==> src/hw/rtl/mms_pkg.sv <==
package mms_pkg;

  // field widths
  localparam int DX_W       = 16;
  localparam int BTN_W      = 3;
  localparam int SENS_W     = 16;
  localparam int ACC_W      = 20;
  localparam int REM_W      = 17;
  localparam int MAG_W      = 19;
  localparam int AMT_W      = 20;
  localparam int KIND_W     = 2;
  localparam int SRC_W      = 3;
  localparam int CFG_IDX_W  = 2;
  localparam int CFG_DATA_W = 16;

  // buttons that produce events (all three are still tracked)
  localparam int BUTTON_COUNT = 3;

  // divider steps, one quotient bit each
  localparam int DIV_STEPS = MAG_W;
  localparam int CNT_W     = $clog2(DIV_STEPS);

  // event slots: buttons first, then x, then y
  localparam int EV_SLOTS = BTN_W + 2;
  localparam int SLOT_X   = BTN_W;
  localparam int SLOT_Y   = BTN_W + 1;
  localparam int SLOT_W   = $clog2(EV_SLOTS);

  // register indexes
  localparam logic [CFG_IDX_W-1:0] CFG_ENABLE = 2'd0;
  localparam logic [CFG_IDX_W-1:0] CFG_HSENS  = 2'd1;
  localparam logic [CFG_IDX_W-1:0] CFG_VSENS  = 2'd2;

  // register reset values
  localparam logic              ENABLE_RST = 1'b0;
  localparam logic [SENS_W-1:0] HSENS_RST  = 16'd8;
  localparam logic [SENS_W-1:0] VSENS_RST  = 16'd16;

  // event sources
  localparam logic [SRC_W-1:0] SRC_X       = 3'd0;
  localparam logic [SRC_W-1:0] SRC_Y       = 3'd1;
  localparam logic [SRC_W-1:0] SRC_BUTTON0 = 3'd2;

  typedef enum logic [KIND_W-1:0] {
    KIND_DOWN = 2'd0,
    KIND_UP   = 2'd1,
    KIND_MOVE = 2'd2
  } kind_t;

  // controller to datapath
  typedef struct packed {
    logic load;
    logic step;
    logic commit;
    logic emit;
  } ctrl_cmd_t;

  // datapath to controller
  typedef struct packed {
    logic enabled;
    logic pend_any;
    logic pend_last;
    logic out_free;
  } dp_stat_t;

endpackage

==> src/hw/rtl/mms_in_if.sv <==
interface mms_in_if;
  logic                                 valid;
  logic                                 ready;
  logic signed [mms_pkg::DX_W-1:0]      raw_dx;
  logic signed [mms_pkg::DX_W-1:0]      raw_dy;
  logic        [mms_pkg::BTN_W-1:0]     button_mask;

  modport source (output valid, raw_dx, raw_dy, button_mask, input ready);
  modport sink   (input valid, raw_dx, raw_dy, button_mask, output ready);
endinterface

==> src/hw/rtl/mms_out_if.sv <==
interface mms_out_if;
  logic                                 valid;
  logic                                 ready;
  logic        [mms_pkg::KIND_W-1:0]    event_kind;
  logic        [mms_pkg::SRC_W-1:0]     event_source;
  logic signed [mms_pkg::AMT_W-1:0]     move_amount;
  logic                                 last_of_poll;

  modport source (output valid, event_kind, event_source, move_amount, last_of_poll,
                  input ready);
  modport sink   (input valid, event_kind, event_source, move_amount, last_of_poll,
                  output ready);
endinterface

==> src/hw/rtl/mms_div.sv <==
module mms_div (
  input  logic                                clk,
  input  logic                                start,
  input  logic                                step,
  input  logic signed [mms_pkg::ACC_W-1:0]    dividend,
  input  logic        [mms_pkg::SENS_W-1:0]   divisor,
  output logic signed [mms_pkg::AMT_W-1:0]    quot,
  output logic signed [mms_pkg::REM_W-1:0]    rem
);

  logic                          neg_r;
  logic [mms_pkg::MAG_W-1:0]     mag_r;
  logic [mms_pkg::SENS_W-1:0]    part_r;
  logic [mms_pkg::SENS_W-1:0]    dsor_r;

  logic [mms_pkg::ACC_W-1:0]     abs_val;
  logic [mms_pkg::SENS_W:0]      trial;
  logic [mms_pkg::SENS_W+1:0]    diff;
  logic                          ge;
  logic [mms_pkg::AMT_W-1:0]     qmag;
  logic [mms_pkg::REM_W-1:0]     rmag;

  // magnitude of the dividend and one restoring step
  always_comb begin
    abs_val = dividend[mms_pkg::ACC_W-1] ? (~dividend + 1'b1) : dividend;
    trial   = {part_r, mag_r[mms_pkg::MAG_W-1]};
    diff    = {1'b0, trial} - {2'b00, dsor_r};
    ge      = ~diff[mms_pkg::SENS_W+1];
  end

  // quotient bits shift in from the bottom as dividend bits leave the top
  always_ff @(posedge clk) begin
    if (start) begin
      neg_r  <= dividend[mms_pkg::ACC_W-1];
      mag_r  <= abs_val[mms_pkg::MAG_W-1:0];
      part_r <= '0;
      dsor_r <= divisor;
    end else if (step) begin
      mag_r  <= {mag_r[mms_pkg::MAG_W-2:0], ge};
      part_r <= ge ? diff[mms_pkg::SENS_W-1:0] : trial[mms_pkg::SENS_W-1:0];
    end
  end

  // truncation toward zero: both results take the dividend's sign
  always_comb begin
    qmag = {1'b0, mag_r};
    rmag = {1'b0, part_r};
    quot = neg_r ? $signed(~qmag + 1'b1) : $signed(qmag);
    rem  = neg_r ? $signed(~rmag + 1'b1) : $signed(rmag);
  end

endmodule

==> src/hw/rtl/mms_ctrl.sv <==
module mms_ctrl (
  input  logic                  clk,
  input  logic                  rst_n,
  input  logic                  in_valid,
  output logic                  in_ready,
  input  mms_pkg::dp_stat_t     stat,
  output mms_pkg::ctrl_cmd_t    cmd
);

  typedef enum logic [1:0] {
    S_IDLE,
    S_DIV,
    S_FIN,
    S_EMIT
  } state_t;

  state_t                      state_r, state_nxt;
  logic [mms_pkg::CNT_W-1:0]   cnt_r, cnt_nxt;

  // next state and datapath commands
  always_comb begin
    state_nxt  = state_r;
    cnt_nxt    = cnt_r;
    in_ready   = 1'b0;
    cmd        = '0;
    case (state_r)
      S_IDLE: begin
        in_ready = 1'b1;
        if (in_valid && stat.enabled) begin
          cmd.load  = 1'b1;
          cnt_nxt   = '0;
          state_nxt = S_DIV;
        end
      end
      S_DIV: begin
        cmd.step = 1'b1;
        cnt_nxt  = cnt_r + 1'b1;
        if (cnt_r == mms_pkg::CNT_W'(mms_pkg::DIV_STEPS - 1)) begin
          state_nxt = S_FIN;
        end
      end
      S_FIN: begin
        cmd.commit = 1'b1;
        state_nxt  = S_EMIT;
      end
      S_EMIT: begin
        if (!stat.pend_any) begin
          state_nxt = S_IDLE;
        end else if (stat.out_free) begin
          cmd.emit = 1'b1;
          if (stat.pend_last) begin
            state_nxt = S_IDLE;
          end
        end
      end
      default: begin
        state_nxt = S_IDLE;
      end
    endcase
  end

  // state and step counter
  always_ff @(posedge clk) begin
    if (!rst_n) begin
      state_r <= S_IDLE;
      cnt_r   <= '0;
    end else begin
      state_r <= state_nxt;
      cnt_r   <= cnt_nxt;
    end
  end

endmodule

==> src/hw/rtl/mms_dp.sv <==
module mms_dp #(
  parameter int BUTTON_COUNT = mms_pkg::BUTTON_COUNT
) (
  input  logic                                  clk,
  input  logic                                  rst_n,
  input  logic                                  cfg_we,
  input  logic        [mms_pkg::CFG_IDX_W-1:0]  cfg_index,
  input  logic        [mms_pkg::CFG_DATA_W-1:0] cfg_data,
  input  logic signed [mms_pkg::DX_W-1:0]       in_dx,
  input  logic signed [mms_pkg::DX_W-1:0]       in_dy,
  input  logic        [mms_pkg::BTN_W-1:0]      in_buttons,
  input  mms_pkg::ctrl_cmd_t                    cmd,
  output mms_pkg::dp_stat_t                     stat,
  input  logic                                  out_ready,
  output logic                                  out_valid,
  output logic        [mms_pkg::KIND_W-1:0]     out_kind,
  output logic        [mms_pkg::SRC_W-1:0]      out_src,
  output logic signed [mms_pkg::AMT_W-1:0]      out_amount,
  output logic                                  out_last
);

  // configuration
  logic                           enabled_r;
  logic [mms_pkg::SENS_W-1:0]     hsens_r;
  logic [mms_pkg::SENS_W-1:0]     vsens_r;

  // poll state
  logic [mms_pkg::BTN_W-1:0]      prev_r;
  logic signed [mms_pkg::REM_W-1:0] rem_x_r;
  logic signed [mms_pkg::REM_W-1:0] rem_y_r;
  logic [mms_pkg::EV_SLOTS-1:0]   pend_r;

  // output register
  logic                           out_valid_r;
  mms_pkg::kind_t                 out_kind_r;
  logic [mms_pkg::SRC_W-1:0]      out_src_r;
  logic signed [mms_pkg::AMT_W-1:0] out_amount_r;
  logic                           out_last_r;

  logic [mms_pkg::SENS_W-1:0]     hdiv, vdiv;
  logic signed [mms_pkg::ACC_W-1:0] acc_x, acc_y;
  logic signed [mms_pkg::AMT_W-1:0] qx, qy;
  logic signed [mms_pkg::REM_W-1:0] rx, ry;
  logic [mms_pkg::BTN_W-1:0]      btn_live;
  logic [mms_pkg::BTN_W-1:0]      btn_chg;
  logic [mms_pkg::SLOT_W-1:0]     sel;
  logic [mms_pkg::EV_SLOTS-1:0]   sel_oh;
  logic [mms_pkg::EV_SLOTS-1:0]   pend_left;
  logic                           out_free;

  // sensitivity of zero acts as one
  always_comb begin
    hdiv = (hsens_r == '0) ? mms_pkg::SENS_W'(1) : hsens_r;
    vdiv = (vsens_r == '0) ? mms_pkg::SENS_W'(1) : vsens_r;
  end

  // remainder plus raw motion times eight
  always_comb begin
    acc_x = $signed({{(mms_pkg::ACC_W-mms_pkg::REM_W){rem_x_r[mms_pkg::REM_W-1]}}, rem_x_r})
          + $signed({in_dx[mms_pkg::DX_W-1], in_dx, 3'b000});
    acc_y = $signed({{(mms_pkg::ACC_W-mms_pkg::REM_W){rem_y_r[mms_pkg::REM_W-1]}}, rem_y_r})
          + $signed({in_dy[mms_pkg::DX_W-1], in_dy, 3'b000});
  end

  mms_div u_div_x (
    .clk      (clk),
    .start    (cmd.load),
    .step     (cmd.step),
    .dividend (acc_x),
    .divisor  (hdiv),
    .quot     (qx),
    .rem      (rx)
  );

  mms_div u_div_y (
    .clk      (clk),
    .start    (cmd.load),
    .step     (cmd.step),
    .dividend (acc_y),
    .divisor  (vdiv),
    .quot     (qy),
    .rem      (ry)
  );

  // buttons that report events
  always_comb begin
    for (int i = 0; i < mms_pkg::BTN_W; i++) begin
      btn_live[i] = (i < BUTTON_COUNT);
    end
    btn_chg = (in_buttons ^ prev_r) & btn_live;
  end

  // lowest pending slot goes out first
  always_comb begin
    sel = '0;
    for (int i = mms_pkg::EV_SLOTS - 1; i >= 0; i--) begin
      if (pend_r[i]) begin
        sel = mms_pkg::SLOT_W'(i);
      end
    end
    sel_oh    = pend_r & (~pend_r + 1'b1);
    pend_left = pend_r & ~sel_oh;
    out_free  = ~out_valid_r | out_ready;
  end

  // configuration writes
  always_ff @(posedge clk) begin
    if (!rst_n) begin
      enabled_r <= mms_pkg::ENABLE_RST;
      hsens_r   <= mms_pkg::HSENS_RST;
      vsens_r   <= mms_pkg::VSENS_RST;
    end else if (cfg_we) begin
      case (cfg_index)
        mms_pkg::CFG_ENABLE: enabled_r <= cfg_data[0];
        mms_pkg::CFG_HSENS:  hsens_r   <= cfg_data[mms_pkg::SENS_W-1:0];
        mms_pkg::CFG_VSENS:  vsens_r   <= cfg_data[mms_pkg::SENS_W-1:0];
        default: begin
        end
      endcase
    end
  end

  // button history, remainders and pending events
  always_ff @(posedge clk) begin
    if (!rst_n) begin
      prev_r  <= '0;
      rem_x_r <= '0;
      rem_y_r <= '0;
      pend_r  <= '0;
    end else begin
      if (cmd.load) begin
        prev_r <= in_buttons;
        pend_r <= {2'b00, btn_chg};
      end else if (cmd.commit) begin
        rem_x_r               <= rx;
        rem_y_r               <= ry;
        pend_r[mms_pkg::SLOT_X] <= (qx != '0);
        pend_r[mms_pkg::SLOT_Y] <= (qy != '0);
      end else if (cmd.emit) begin
        pend_r <= pend_left;
      end
    end
  end

  // output valid
  always_ff @(posedge clk) begin
    if (!rst_n) begin
      out_valid_r <= 1'b0;
    end else if (cmd.emit) begin
      out_valid_r <= 1'b1;
    end else if (out_ready) begin
      out_valid_r <= 1'b0;
    end
  end

  // output payload
  always_ff @(posedge clk) begin
    if (cmd.emit) begin
      out_last_r <= (pend_left == '0);
      if (sel == mms_pkg::SLOT_W'(mms_pkg::SLOT_X)) begin
        out_kind_r   <= mms_pkg::KIND_MOVE;
        out_src_r    <= mms_pkg::SRC_X;
        out_amount_r <= qx;
      end else if (sel == mms_pkg::SLOT_W'(mms_pkg::SLOT_Y)) begin
        out_kind_r   <= mms_pkg::KIND_MOVE;
        out_src_r    <= mms_pkg::SRC_Y;
        out_amount_r <= qy;
      end else begin
        out_kind_r   <= prev_r[sel[$clog2(mms_pkg::BTN_W)-1:0]] ? mms_pkg::KIND_DOWN
                                                                 : mms_pkg::KIND_UP;
        out_src_r    <= mms_pkg::SRC_BUTTON0 + mms_pkg::SRC_W'(sel);
        out_amount_r <= '0;
      end
    end
  end

  always_comb begin
    stat.enabled   = enabled_r;
    stat.pend_any  = (pend_r != '0);
    stat.pend_last = (pend_r != '0) && (pend_left == '0);
    stat.out_free  = out_free;
    out_valid      = out_valid_r;
    out_kind       = out_kind_r;
    out_src        = out_src_r;
    out_amount     = out_amount_r;
    out_last       = out_last_r;
  end

`ifndef ASSERT_OFF
  a_emit_has_room: assert property (@(posedge clk) disable iff (!rst_n)
    cmd.emit |-> (pend_r != '0) && (!out_valid_r || out_ready))
    else $error("event issued without a pending slot or free output");

  a_commit_moves: assert property (@(posedge clk) disable iff (!rst_n)
    cmd.commit |=> (pend_r[mms_pkg::SLOT_X] == (qx != '0))
                && (pend_r[mms_pkg::SLOT_Y] == (qy != '0)))
    else $error("motion events do not match quotients");

  a_move_nonzero: assert property (@(posedge clk) disable iff (!rst_n)
    (out_valid_r && out_kind_r == mms_pkg::KIND_MOVE) |-> (out_amount_r != '0))
    else $error("motion event with zero amount");

  a_button_zero: assert property (@(posedge clk) disable iff (!rst_n)
    (out_valid_r && out_kind_r != mms_pkg::KIND_MOVE) |->
      (out_amount_r == '0) && (out_src_r != mms_pkg::SRC_X) && (out_src_r != mms_pkg::SRC_Y))
    else $error("button event with motion payload");
`endif

endmodule

==> src/hw/rtl/mouse_motion_scaler_events.sv <==
// channel   dir  handshake      payload
// in_bus    in   valid/ready    raw_dx, raw_dy, button_mask
// out_bus   out  valid/ready    event_kind, event_source, move_amount, last_of_poll
// cfg_*     in   cfg_we only    cfg_index, cfg_data
//
// a poll is taken while the controller is idle; with the mouse disabled it is dropped at once
// an enabled poll runs 19 divider steps (one quotient bit per cycle, x and y
// side by side), then a commit state stores the remainders, then the events
// issue one at a time, events 0 to 5
// the output register lets a finished event wait while the next poll is taken
// a stalled output holds event issue; reset is synchronous, active low
module mouse_motion_scaler_events #(
  parameter int BUTTON_COUNT = mms_pkg::BUTTON_COUNT
) (
  input  logic                                  clk,
  input  logic                                  rst_n,
  mms_in_if.sink                                in_bus,
  mms_out_if.source                             out_bus,
  input  logic                                  cfg_we,
  input  logic        [mms_pkg::CFG_IDX_W-1:0]  cfg_index,
  input  logic        [mms_pkg::CFG_DATA_W-1:0] cfg_data
);

  mms_pkg::ctrl_cmd_t  cmd;
  mms_pkg::dp_stat_t   stat;

  mms_ctrl u_ctrl (
    .clk      (clk),
    .rst_n    (rst_n),
    .in_valid (in_bus.valid),
    .in_ready (in_bus.ready),
    .stat     (stat),
    .cmd      (cmd)
  );

  mms_dp #(
    .BUTTON_COUNT (BUTTON_COUNT)
  ) u_dp (
    .clk        (clk),
    .rst_n      (rst_n),
    .cfg_we     (cfg_we),
    .cfg_index  (cfg_index),
    .cfg_data   (cfg_data),
    .in_dx      (in_bus.raw_dx),
    .in_dy      (in_bus.raw_dy),
    .in_buttons (in_bus.button_mask),
    .cmd        (cmd),
    .stat       (stat),
    .out_ready  (out_bus.ready),
    .out_valid  (out_bus.valid),
    .out_kind   (out_bus.event_kind),
    .out_src    (out_bus.event_source),
    .out_amount (out_bus.move_amount),
    .out_last   (out_bus.last_of_poll)
  );

endmodule
==> src/flat_wrapper.sv <==
// flat-port wrapper written by rule: the top's interface ports become plain ports
module mouse_motion_scaler_events_flat 
#(
  parameter int BUTTON_COUNT = mms_pkg::BUTTON_COUNT
)
  (clk, rst_n, cfg_we, cfg_index, cfg_data, in_bus_valid, in_bus_raw_dx, in_bus_raw_dy, in_bus_button_mask, in_bus_ready, out_bus_valid, out_bus_event_kind, out_bus_event_source, out_bus_move_amount, out_bus_last_of_poll, out_bus_ready);
  mms_in_if in_bus_i ();
  mms_out_if out_bus_i ();
  input  logic clk;
  input  logic rst_n;
  input  logic cfg_we;
  input  logic        [mms_pkg::CFG_IDX_W-1:0] cfg_index;
  input  logic        [mms_pkg::CFG_DATA_W-1:0] cfg_data;
  input wire logic [$bits(in_bus_i.valid)-1:0] in_bus_valid;
  input wire logic [$bits(in_bus_i.raw_dx)-1:0] in_bus_raw_dx;
  input wire logic [$bits(in_bus_i.raw_dy)-1:0] in_bus_raw_dy;
  input wire logic [$bits(in_bus_i.button_mask)-1:0] in_bus_button_mask;
  output wire logic [$bits(in_bus_i.ready)-1:0] in_bus_ready;
  output wire logic [$bits(out_bus_i.valid)-1:0] out_bus_valid;
  output wire logic [$bits(out_bus_i.event_kind)-1:0] out_bus_event_kind;
  output wire logic [$bits(out_bus_i.event_source)-1:0] out_bus_event_source;
  output wire logic [$bits(out_bus_i.move_amount)-1:0] out_bus_move_amount;
  output wire logic [$bits(out_bus_i.last_of_poll)-1:0] out_bus_last_of_poll;
  input wire logic [$bits(out_bus_i.ready)-1:0] out_bus_ready;
  assign in_bus_i.valid = in_bus_valid;
  assign in_bus_i.raw_dx = in_bus_raw_dx;
  assign in_bus_i.raw_dy = in_bus_raw_dy;
  assign in_bus_i.button_mask = in_bus_button_mask;
  assign in_bus_ready = in_bus_i.ready;
  assign out_bus_valid = out_bus_i.valid;
  assign out_bus_event_kind = out_bus_i.event_kind;
  assign out_bus_event_source = out_bus_i.event_source;
  assign out_bus_move_amount = out_bus_i.move_amount;
  assign out_bus_last_of_poll = out_bus_i.last_of_poll;
  assign out_bus_i.ready = out_bus_ready;
  mouse_motion_scaler_events #(.BUTTON_COUNT(BUTTON_COUNT)) u_core (.clk(clk), .rst_n(rst_n), .in_bus(in_bus_i), .out_bus(out_bus_i), .cfg_we(cfg_we), .cfg_index(cfg_index), .cfg_data(cfg_data));
endmodule
==> config.mk <==
export PLATFORM = sky130hd
export DESIGN_NAME = mouse_motion_scaler_events_flat
export DESIGN_NICKNAME = d
export VERILOG_FILES = /design/src/hw/rtl/mms_pkg.sv /design/src/hw/rtl/mms_in_if.sv /design/src/hw/rtl/mms_out_if.sv /design/src/hw/rtl/mms_div.sv /design/src/hw/rtl/mms_ctrl.sv /design/src/hw/rtl/mms_dp.sv /design/src/hw/rtl/mouse_motion_scaler_events.sv /design/src/flat_wrapper.sv
export SDC_FILE = /design/constraint.sdc
export NUM_CORES = 1
export LEC_CHECK = 0
export BUFFER_PORTS_ARGS = -buffer_cell sky130_fd_sc_hd__buf_2
export CAP_MARGIN = 10
export CORE_ASPECT_RATIO = 1.5
export CORE_UTILIZATION = 57
export CTS_CLUSTER_SIZE = 8
export DETAILED_ROUTE_END_ITERATION = 8
export HOLD_SLACK_MARGIN = 0.03
export PLACE_DENSITY_LB_ADDON = 0.12
export SLEW_MARGIN = 20
export SYNTH_ARGS = -nofsm -noshare
export SYNTH_HDL_FRONTEND = slang
export SYNTH_SLANG_ARGS = --single-unit
==> constraint.sdc <==
create_clock -name clk -period 11.6 [get_ports clk]
set_clock_uncertainty 0.2 [all_clocks]
set_input_delay 2.32 -clock clk [delete_from_list [all_inputs] [get_ports clk]]
set_output_delay 2.32 -clock clk [all_outputs]
set_load 0.03 [all_outputs]
After elaboration in Yosys (flattened, before gate mapping)
Cells that the tools add are included.
Word-level totals
  RAM bits: 0
  ROM bits: 0
  memories kept: 0
  register bits after elaboration: 213
  latch bits: 0
  bits of input ports: 58
Operators by class
  $mul: 0
  div/mod/pow operators: 0
  multiplexer cells: 45
  $add $sub $neg: 13
  shift-type cells: 0
  bitwise gates (word level): 17
  reductions and logical operators: 24
  eq/ne operators: 13
  magnitude comparators: 1
Operator list (count)
  $mux W19: 6
  $mux W20: 4
  $add A17 B19 Y20: 2
  $add A20 B1 Y20 const B: 2
  $not A19 Y20: 2
  $reduce_bool A20 Y1: 2
  $add A19 B1 Y19 const B: 2
  $not A19 Y19: 2
  $sub A17 B16 Y18: 2
  $add A17 B1 Y17 const B: 2
  $mux W17: 2
  $not A16 Y17: 2
  $logic_not A16 Y1: 2
  $mux W16: 2
  $mux W3: 7
  $mux W1: 13
  $mux W2: 6
  $reduce_and A2 Y1: 6
  $add A5 B1 Y5 const B: 2
  $and A5 B5 Y5: 2
  $mux W5: 2
  $not A5 Y5: 2
  $pmux W5 S2: 1
  $reduce_bool A2 Y1: 5
  other kinds (21): 33

Depth between registers and ports, before layout
Gate-level depths: netlist of the first run.
  depth after elaboration: 11
  depth in mapped cells: 14

Modules after synthesis
A second synthesis of the first run with hierarchy kept.
Second synthesis, totals
  cell total of the unflattened synthesis: 1629
  area, all modules: 14531.4 sq um
By module, submodules not included
  mms_dp: area an instance 5725.5 sq um, sequential area each 2302.2 sq um, times used 1, cells each 660
  mms_div (u_core.u_dp.u_div_x): area an instance 4279.1 sq um, sequential area each 1401.3 sq um, times used 1, cells each 476
  mms_div (u_core.u_dp.u_div_y): area an instance 4017.6 sq um, sequential area each 1401.3 sq um, times used 1, cells each 439
  mms_ctrl: area an instance 509.2 sq um, sequential area each 140.1 sq um, times used 1, cells each 54

Worst setup path after synthesis of the first run
No wires, ideal clock.
  path kind: input to register
  start point: input in_bus_raw_dx[0]
  end point: register u_core.u_dp.u_div_x.mag_r[17] in the netlist's numbering (data pin)
  buffers on the path: 0
  setup slack: 6125 ps
  arrival: 5011 ps
  cell stages on the path: 11
  path through: ha_1 -> inv_1 -> fa_1 -> nor2b_1 -> o31a_1 -> nor2_1 -> or4_4 -> or4_4 -> o41ai_2 -> xnor2_1 -> o21ai_1
Between the ends
  cells in the longest elaborated chain, start to end: 5
Ends and longest elaborated chain
  from (decl): line flat_wrapper.sv:15  | input wire logic [$bits(in_bus_i.raw_dx)-1:0] in_bus_raw_dx;
  $add A17 B19 Y20 (*): line mms_dp.sv:60  | + $signed({in_dx[mms_pkg::DX_W-1], in_dx, 3'b000});
  $not A19 Y19: line mms_div.sv:25  | abs_val = dividend[mms_pkg::ACC_W-1] ? (~dividend + 1'b1) : dividend;
  $add A19 B1 Y19: line mms_div.sv:25
  $mux W19 (*): line mms_div.sv:25
  $mux W19 (*): line mms_div.sv:33  | if (start) begin
  to (signal assigned): line mms_div.sv:35  | mag_r <= abs_val[mms_pkg::MAG_W-1:0];
  to (signal assigned): line mms_div.sv:39  | mag_r <= {mag_r[mms_pkg::MAG_W-2:0], ge};
  to (decl): line mms_div.sv:12  | logic [mms_pkg::MAG_W-1:0] mag_r;
Every way passes the cells marked *; elsewhere a longest branch is shown, timed or not.
A chain may end at the register's enable or synchronous reset.

Worst setup path after layout of the first run
Same ends and word-level chain as after synthesis.

==> out/summary.md, run 1 <==
Pin slew with the least headroom to its limit: 1.091 ns. The logs give 12480 um for the detailed-route wire length on metal 1 and 3 for the number of antenna violations at the first check in global routing. The total instance count after detailed placement was 1906; the number of buffers inserted by hold repair at cts was 0. Deepest clock path buffer count: 3. The cell sitting at the root of the clock tree is a sky130_fd_sc_hd__clkbuf_16. The logs give 11160 for the via count and 0.5833 for the effective utilization at floorplan. Once detailed placement completed, the half-perimeter wirelength came to 22610 um.

The count of state elements after synthesis is 213. After clock tree synthesis, the repair step resized 0 gates. The pin count of the biggest net entering global routing was 102; the post-synthesis share of cell area spent on full adders, half adders and majority gates was 0.07516. After clock tree synthesis, the clock-pin slew on the worst setup and hold paths is 0.05 ns. Setup repair after global routing left no endpoint under its margin. For the wire length of the first global-routing pass, the log shows 49540 um. The via count of the first global-routing pass was 10510; the mean post-synth cell area was 8.710 um2.

The fraction of the mapped netlist area in compound gates works out to 0.1987. The worst min-delay path class was flip-flop to flip-flop. The routed design uses 1168 um of met3 wire. The aggregate routed wire length came out at 30390 um. Signal routing reaches up to met5.

The share of flip-flops with an asynchronous set or reset works out to 0. The data required time of the worst path is 11.65 ns. Once layout is complete, the cells apart from fillers number 1958. The tools report the DRC violation count after routing as 0.

In the detailed route, the total length drawn on met2 is 15650 um. Largest vdd supply drop: 0.1323 mV. The setup path with the least slack is of type input port to flip-flop.

Total clock buffers created by CTS: 30. The number of placed I/O pins is 86, and the maximum net fanout on the critical path is 4. The cell count after synthesis came out at 1590. The worst path needs 5.254 ns of the cycle, external delays included. Setup TNS after final layout: 0 ns. Arrival time reported for the critical path endpoint: 5.31 ns.

For the sequential fraction of the synthesis area, the log shows 0.3787. The area share of xor/xnor cells in the synthesized design is 0.08854, and the standard-cell row count is 69. The first TritonRoute pass finished after 7 iterations. The run gives 607 as the number of DRC markers in iteration 0. Height of the die: 192.9 um.

The critical path endpoint category was a flip-flop. 0 antenna diodes ended up in the layout. The fraction of synthesized cell area taken by the top area cell type is 0.2125, and the smallest hold slack is 0.2526 ns. The tools report the fmax as 0.1903 GHz. The post-route clock period utilization is 0.4529, and the count of buffers inserted at the top-level ports is 85.

The tools report the number of clock sinks as 213. In this run the horizontal extent of the chip is 129.3 um. The synthesized design contains 98 enable-type register cells.

Setup violations remaining at the end of the flow were counted as 0. The via-per-instance ratio was 5.698; the area of all placed cells without fillers was 15260 um2. The flow ran to the end, and the final reports show no timing, DRC or antenna violations. The most used flip-flop cell after synthesis was sky130_fd_sc_hd__dfxtp_1. For this design the static power due to leakage is 6.301 nW.

Area of the die: 24940 um2. Once the clock tree was built, the setup fixing pass inserted 0 buffers. The combinational family with the most area after synthesis was compound AO/OA/AOI/OAI gates.

The tools report the net count after synthesis as 1728. For this run the aggregate overflow at the end of global routing stands at 0. For the post-detailed-placement cell area, the log shows 14400 um2. By area the synthesized netlist is led by sky130_fd_sc_hd__edfxtp_1 (21%), sky130_fd_sc_hd__dfxtp_1 (17%), sky130_fd_sc_hd__ha_1 (6.9%). The post-synthesis share of cell area spent on and, or, nand and nor gates is 0.1782, and the latest clock arrival within the worst-skew pair is 0.54 ns. The tools report the launching element type of the critical path as an input port.

The number of failing hold endpoints at the final stage came out at 0. TritonCTS built the clock tree. The total routing resource utilization after global routing was 0.2463; the layout overhead on the synthesized area was 10.19%.

The tools report the number of nets in the layout as 1757. The synthesized netlist contains 70 unique library cells. The logs give 0 for the count of final max-slew check failures and 0.2730 for the worst-case headroom to the max-slew limit. For this run, the number of Yosys warnings is 0. The layout cell share with drive strength beyond 1 works out to 0.09823. The final design utilization was 0.6428; the post-detailed-route count of antenna-violating nets was 0. The per-cell routed wire length works out to 15.52 um. The tool flagged a number of max-cap violations equal to 0. The post-synth design cell area was 13850 um2. The congestion estimate from routability-driven global placement came to 0.8883. Dividing total power by cell area gives a power density of 202.0 nW/um2.

The run gives 1 as the deepest level of the CTS H-tree. Summed over all instances, the cell type with the most area after synthesis is sky130_fd_sc_hd__edfxtp_1. For the standard cell core area, the log shows 23740 um2. The mux share of post-synthesis cell area came out at 0.03234.
==> Yosys cell counts (all sizes together), types with 4 or more instances <==
master and count:
a211oi 8, a21boi 45, a21o 16, a21oi 67, a311oi 4, a31oi 11, and2 7, and3 9
buf 7, clkbuf 91, dfxtp 115, edfxtp 98, fa 4, ha 76, inv 79, mux2 6
mux2i 38, nand2 224, nand2b 16, nand3 36, nand3b 8, nand4 10, nor2 81, nor2b 29
nor3 27, nor4 10, nor4b 4, o2111ai 4, o211a 23, o211ai 6, o21a 15, o21ai 129
o21bai 6, o22ai 20, o311ai 4, o31ai 25, o41ai 9, or2 11, or3 22, or4 14
xnor2 56, xor2 84
==> final cells by class <==
cell class                      count  area (um2)
Inverter                           80       300.3
Fill cell                        2024        8481
Multi-Input combinational cell   1199        7951
Timing Repair Buffer               95       500.5
Clock buffer                       52       864.6
Sequential cell                   213        5245
Tap cell                          319       399.1
==> placed cells by master (no fill, tap or decap), drive strengths merged, types with 7 or more instances in the layout <==
master    n
nand2   224
o21ai   129
dfxtp   115
edfxtp   98
buf      95
xor2     84
nor2     81
inv      80
ha       76
a21oi    67
xnor2    56
clkbuf   52
a21boi   45
mux2i    38
nand3    36
nor2b    29
nor3     27
o31ai    25
o211a    23
or3      22
o22ai    20
nand2b   16
a21o     16
o21a     15
or4      14
or2      11
a31oi    11
nand4    10
nor4     10
and3      9
o41ai     9
nand3b    8
a211oi    8
and2      7
==> path summary, 6_finish.rpt <==
check | startpoint | end | slack (ns) | depth (start not counted)
hold / removal | u_core.u_dp.vsens_r[3] | u_core.u_dp.u_div_y.dsor_r[3] | 0.25 | 0
setup reg to reg | u_core.u_dp.rem_x_r[3] | u_core.u_dp.u_div_x.mag_r[17] | 7.92 | 11
setup / recovery | in_bus_raw_dx[0] | u_core.u_dp.u_div_x.mag_r[17] | 6.35 | 12
hold reg to reg | u_core.u_dp.vsens_r[3] | u_core.u_dp.u_div_y.dsor_r[3] | 0.25 | 0
==> metrics by stage <==
stage          power, W  worst slack, ns
3_5_place_dp   0.002284            5.795
6_report       0.003083            6.346
4_1_cts        0.003100            6.353
3_3_place_gp   0.002255            5.844
5_1_grt        0.003299            6.047
2_1_floorplan  0.002020            6.125
==> critical path, cell delays in order <==
cell	delay, ns
sky130_fd_sc_hd__buf_2	0.11
sky130_fd_sc_hd__ha_1	0.21
sky130_fd_sc_hd__inv_1	0.07
sky130_fd_sc_hd__fa_1	0.41
sky130_fd_sc_hd__nor2b_1	0.20
sky130_fd_sc_hd__o31a_1	0.20
sky130_fd_sc_hd__nor2_1	0.10
sky130_fd_sc_hd__or4_4	0.54
sky130_fd_sc_hd__or4_4	0.55
sky130_fd_sc_hd__o41ai_2	0.37
sky130_fd_sc_hd__xnor2_1	0.15
sky130_fd_sc_hd__o21ai_1	0.07
==> logic make-up (layout without fill, tap and decap cells) <==
logic type | after synthesis | after routing
xor+xnor | 140 | 140
buf+inv | 178 | 227
mux | 44 | 44
fa+ha+maj | 81 | 81
flops | 213 | 213
simple gates | 518 | 518
compound gates | 416 | 416
==> flip-flops by register name, indices dropped and copies added (netlist names), 17 cells and up <==
register	flops
u_core.u_dp.out_amount	20
u_core.u_dp.u_div_x.mag_r	19
u_core.u_dp.rem_x_r	17
u_core.u_dp.u_div_y.mag_r	19
u_core.u_dp.rem_y_r	17
==> per-layer routing <==
metal / up-vias / GRT usage
met5: - / 0
met4: 6 / 0.1023
met3: 64 / 0.03576
met2: 186 / 0.4607
met1: 5175 / 0.2751
li1: 5725 / -
==> power by group <==
group | switching, W | internal [W] | leakage (nW)
registers | 0.000162 | 0.000942 | 1.83
clock network | 0.000310 | 0.000495 | 0.413
logic | 0.000662 | 0.000511 | 4.05
total | 0.00113 | 0.00195 | 6.30
No activity file was read; power rests on OpenSTA's default activity.
==> run 2: changes to the inputs <==
==> constraint.sdc (replaced) <==
create_clock -name clk -period 5.2 [get_ports clk]
set_clock_uncertainty 0.2 [all_clocks]
set_input_delay 1.04 -clock clk [delete_from_list [all_inputs] [get_ports clk]]
set_output_delay 1.04 -clock clk [all_outputs]
set_load 0.03 [all_outputs]
==> out/summary.md, run 2 (synthesized netlist as in run 1, its figures left out) <==
The tools report the area of all placed cells without fillers as 15260 um2 (about the same). The tools report the post-detailed-route count of antenna-violating nets as 0 (unchanged). Design internal power: 0.004354 W (was 0.001948 W).

Placed wire-length estimate after detailed placement: 23160 um (was 22610 um). The net switching share of the total power was 0.3687 (was 0.3680); the leftover overflow at the end of global routing was 0 (unchanged). Pin slew with the least headroom to its limit: 1.033 ns (was 1.091 ns). The launching element type of the critical path is an input port (unchanged). For the setup fix buffers added after clock tree synthesis, the log shows 0 (unchanged). The total clock buffers created by CTS is 30 (unchanged), and the number of nets in the layout is 1758 (was 1757). The height of the die is 192.9 um (unchanged).

The part of the total power dissipated in sequential elements was 0.358 (about the same). Most frequent cells in the layout: sky130_fd_sc_hd__nand2_1 (224), sky130_fd_sc_hd__o21ai_0 (126), sky130_fd_sc_hd__dfxtp_1 (115), sky130_fd_sc_hd__edfxtp_1 (98), sky130_fd_sc_hd__buf_2 (85) (unchanged). The standard-cell row count came out at 69 (unchanged). The largest vdd supply drop was 0.3327 mV (was 0.1323 mV). The final setup violation count came out at 0 (unchanged). The layout overhead on the synthesized area is 10.22% (was 10.19%). The layout cell share with drive strength beyond 1 is 0.09884 (was 0.09823).

The run gives 0.2477 ns (was 0.2526 ns) as the smallest hold slack. The via-per-instance ratio works out to 5.713 (was 5.698). The critical path endpoint category is a flip-flop (unchanged).

The most common library cell in the layout ignoring fill and taps was sky130_fd_sc_hd__nand2_1 (unchanged). TritonCTS built the clock tree. The logs give 24940 um2 (unchanged) for the area of the die and 10580 (was 10510) for the via count of the first global-routing pass. Setup repair after global routing left no endpoint under its margin. Critical path class: input port to flip-flop (unchanged). Wire length of the first global-routing pass: 49910 um (was 49540 um). The number of cell instances on the worst register-to-register path is 11 (unchanged), and the pin count of the biggest net entering global routing is 85 (was 102). The clock-pin slew on the worst setup and hold paths is 0.05 ns (about the same). The routability-driven placement congestion ratio was 0.8914 (was 0.8883); the per-cell routed wire length was 15.63 um (was 15.52 um). The final critical-path required period was 3.997 ns; the flip-flop count of the largest register, all copies and words added was 20 (unchanged).

The setup TNS after final layout came out at 0 ns (unchanged). Logic gate share of total power: 0.382 (was 0.381). The die outline width was 129.3 um (unchanged). The post-detailed-placement cell area was 14400 um2 (about the same).

The number of clock sinks came out at 213 (unchanged). The number of buffers inserted by hold repair at cts is 0 (unchanged), and the effective utilization at floorplan is 0.5833 (unchanged). The worst-case headroom to the max-slew limit is 0.3114 (was 0.2730). The leakage component of the power is 6.304 nW (was 6.301 nW), and the final-layout fill cell count is 2059 (was 2024). The run finished with clean final reports. The logs give 0 (unchanged) for the count of final max-slew check failures and 0.002543 W (was 0.001134 W) for the net switching power of the design.

The total routing resource utilization after global routing was 0.2487 (was 0.2463). The worst min-delay path class is flip-flop to flip-flop (unchanged). The run gives 30600 um (was 30390 um) as the aggregate routed wire length. The tools report the fmax as 0.2502 GHz. The via count is 11190 (was 11160).

The logs give 3 (unchanged) for the deepest clock path buffer count and 0 (unchanged) for the number of instances resized during post-cts repair. The first-pass iteration count of the detailed router is 5 (was 7). The number of antenna cells inserted was 0 (unchanged).

The maximum net fanout on the critical path works out to 4 (unchanged). The post-route clock period utilization was 0.7686; the arrival time reported for the critical path endpoint was 4.06 ns (was 5.31 ns). The count of buffers inserted at the top-level ports was 85 (unchanged). The final design utilization is 0.6430 (was 0.6428). The number of DRC markers in iteration 0 is 568 (was 607), and the number of placed I/O pins is 86 (unchanged).

The max capacitance violation total came out at 0 (unchanged). The number of antenna violations at the first check in global routing is 2 (was 3), and the standard cell core area is 23740 um2 (unchanged). The DRC violation count after routing is 0 (unchanged), and the power density normalized to cell area is 451.8 nW/um2 (was 202.0 nW/um2). The instance count along the most critical hold path came out at 0 (unchanged).

For the number of failing hold endpoints at the final stage, the log shows 0 (unchanged). The clock tree root driver cell was sky130_fd_sc_hd__clkbuf_16 (unchanged). The data required time of the worst path was 5.26 ns (was 11.65 ns); the deepest level of the CTS H-tree was 1 (unchanged). The fraction of power consumed by the clock network was 0.260 (was 0.261). For the latest clock arrival within the worst-skew pair, the log shows 0.54 ns (about the same). The tools report the sum of internal, switching and leakage power as 0.006897 W (was 0.003083 W).
## run 2: cell count changes in the layout (fill, tap and decap cells not counted)
| cell | before | now |
|---|---|---|
| sky130_fd_sc_hd__clkbuf_1 | 20 | 19 |
| sky130_fd_sc_hd__buf_4 | 10 | 11 |
## run 2: power by group through the flow
stage               Sequential [W]  Combinational, W  Clock (W)
floorplan                  0.00237           0.00213          0
global placement           0.00248           0.00256          0
detailed placement         0.00250           0.00262          0
CTS                        0.00247           0.00264    0.00183
global route               0.00252           0.00296    0.00190
finish                     0.00247           0.00264    0.00179
## run 2: final cells by class
type                    count  area, um2  area share
flip-flops and latches    213       5245      0.3436
clock buffers              51      860.8     0.05639
repair buffers             96      508.0     0.03328
inverters                  80      300.3     0.01967
multi-input cells        1199       7951      0.5209
well taps                 319      399.1     0.02615
## run 2: worst max-delay path, cell delays in order
cell and delay [ns]:
sky130_fd_sc_hd__buf_2 0.11, sky130_fd_sc_hd__ha_1 0.21, sky130_fd_sc_hd__inv_1 0.07, sky130_fd_sc_hd__fa_1 0.41, sky130_fd_sc_hd__nor2b_1 0.22, sky130_fd_sc_hd__o31a_1 0.20, sky130_fd_sc_hd__nor2_1 0.10, sky130_fd_sc_hd__or4_4 0.53
sky130_fd_sc_hd__or4_4 0.55, sky130_fd_sc_hd__o41ai_2 0.39, sky130_fd_sc_hd__xnor2_1 0.16, sky130_fd_sc_hd__o21ai_1 0.07
## run 2: metal layers
layer  wire length, um  GRT usage
met1             12560     0.2791
met2             16190     0.4760
met3               898    0.02856
met4               925    0.08824
met5                26          0
## run 2: final timing paths
check	from	end	slack [ns]
max	in_bus_raw_dx[0]	u_core.u_dp.u_div_x.mag_r[17]	1.20
min	u_core.u_dp.hsens_r[5]	u_core.u_dp.u_div_x.dsor_r[5]	0.25
max reg2reg	u_core.u_dp.rem_x_r[3]	u_core.u_dp.u_div_x.mag_r[17]	1.49
min reg2reg	u_core.u_dp.hsens_r[5]	u_core.u_dp.u_div_x.dsor_r[5]	0.25
## run 2: metrics by stage
stage | std cells | worst slack [ns]
floorplan | 1590 | 1.005
global placement | 1907 | 0.7299
detailed placement | 1907 | 0.6548
CTS | 1958 | 1.221
global route | 1958 | 0.9653
finish | 1958 | 1.203
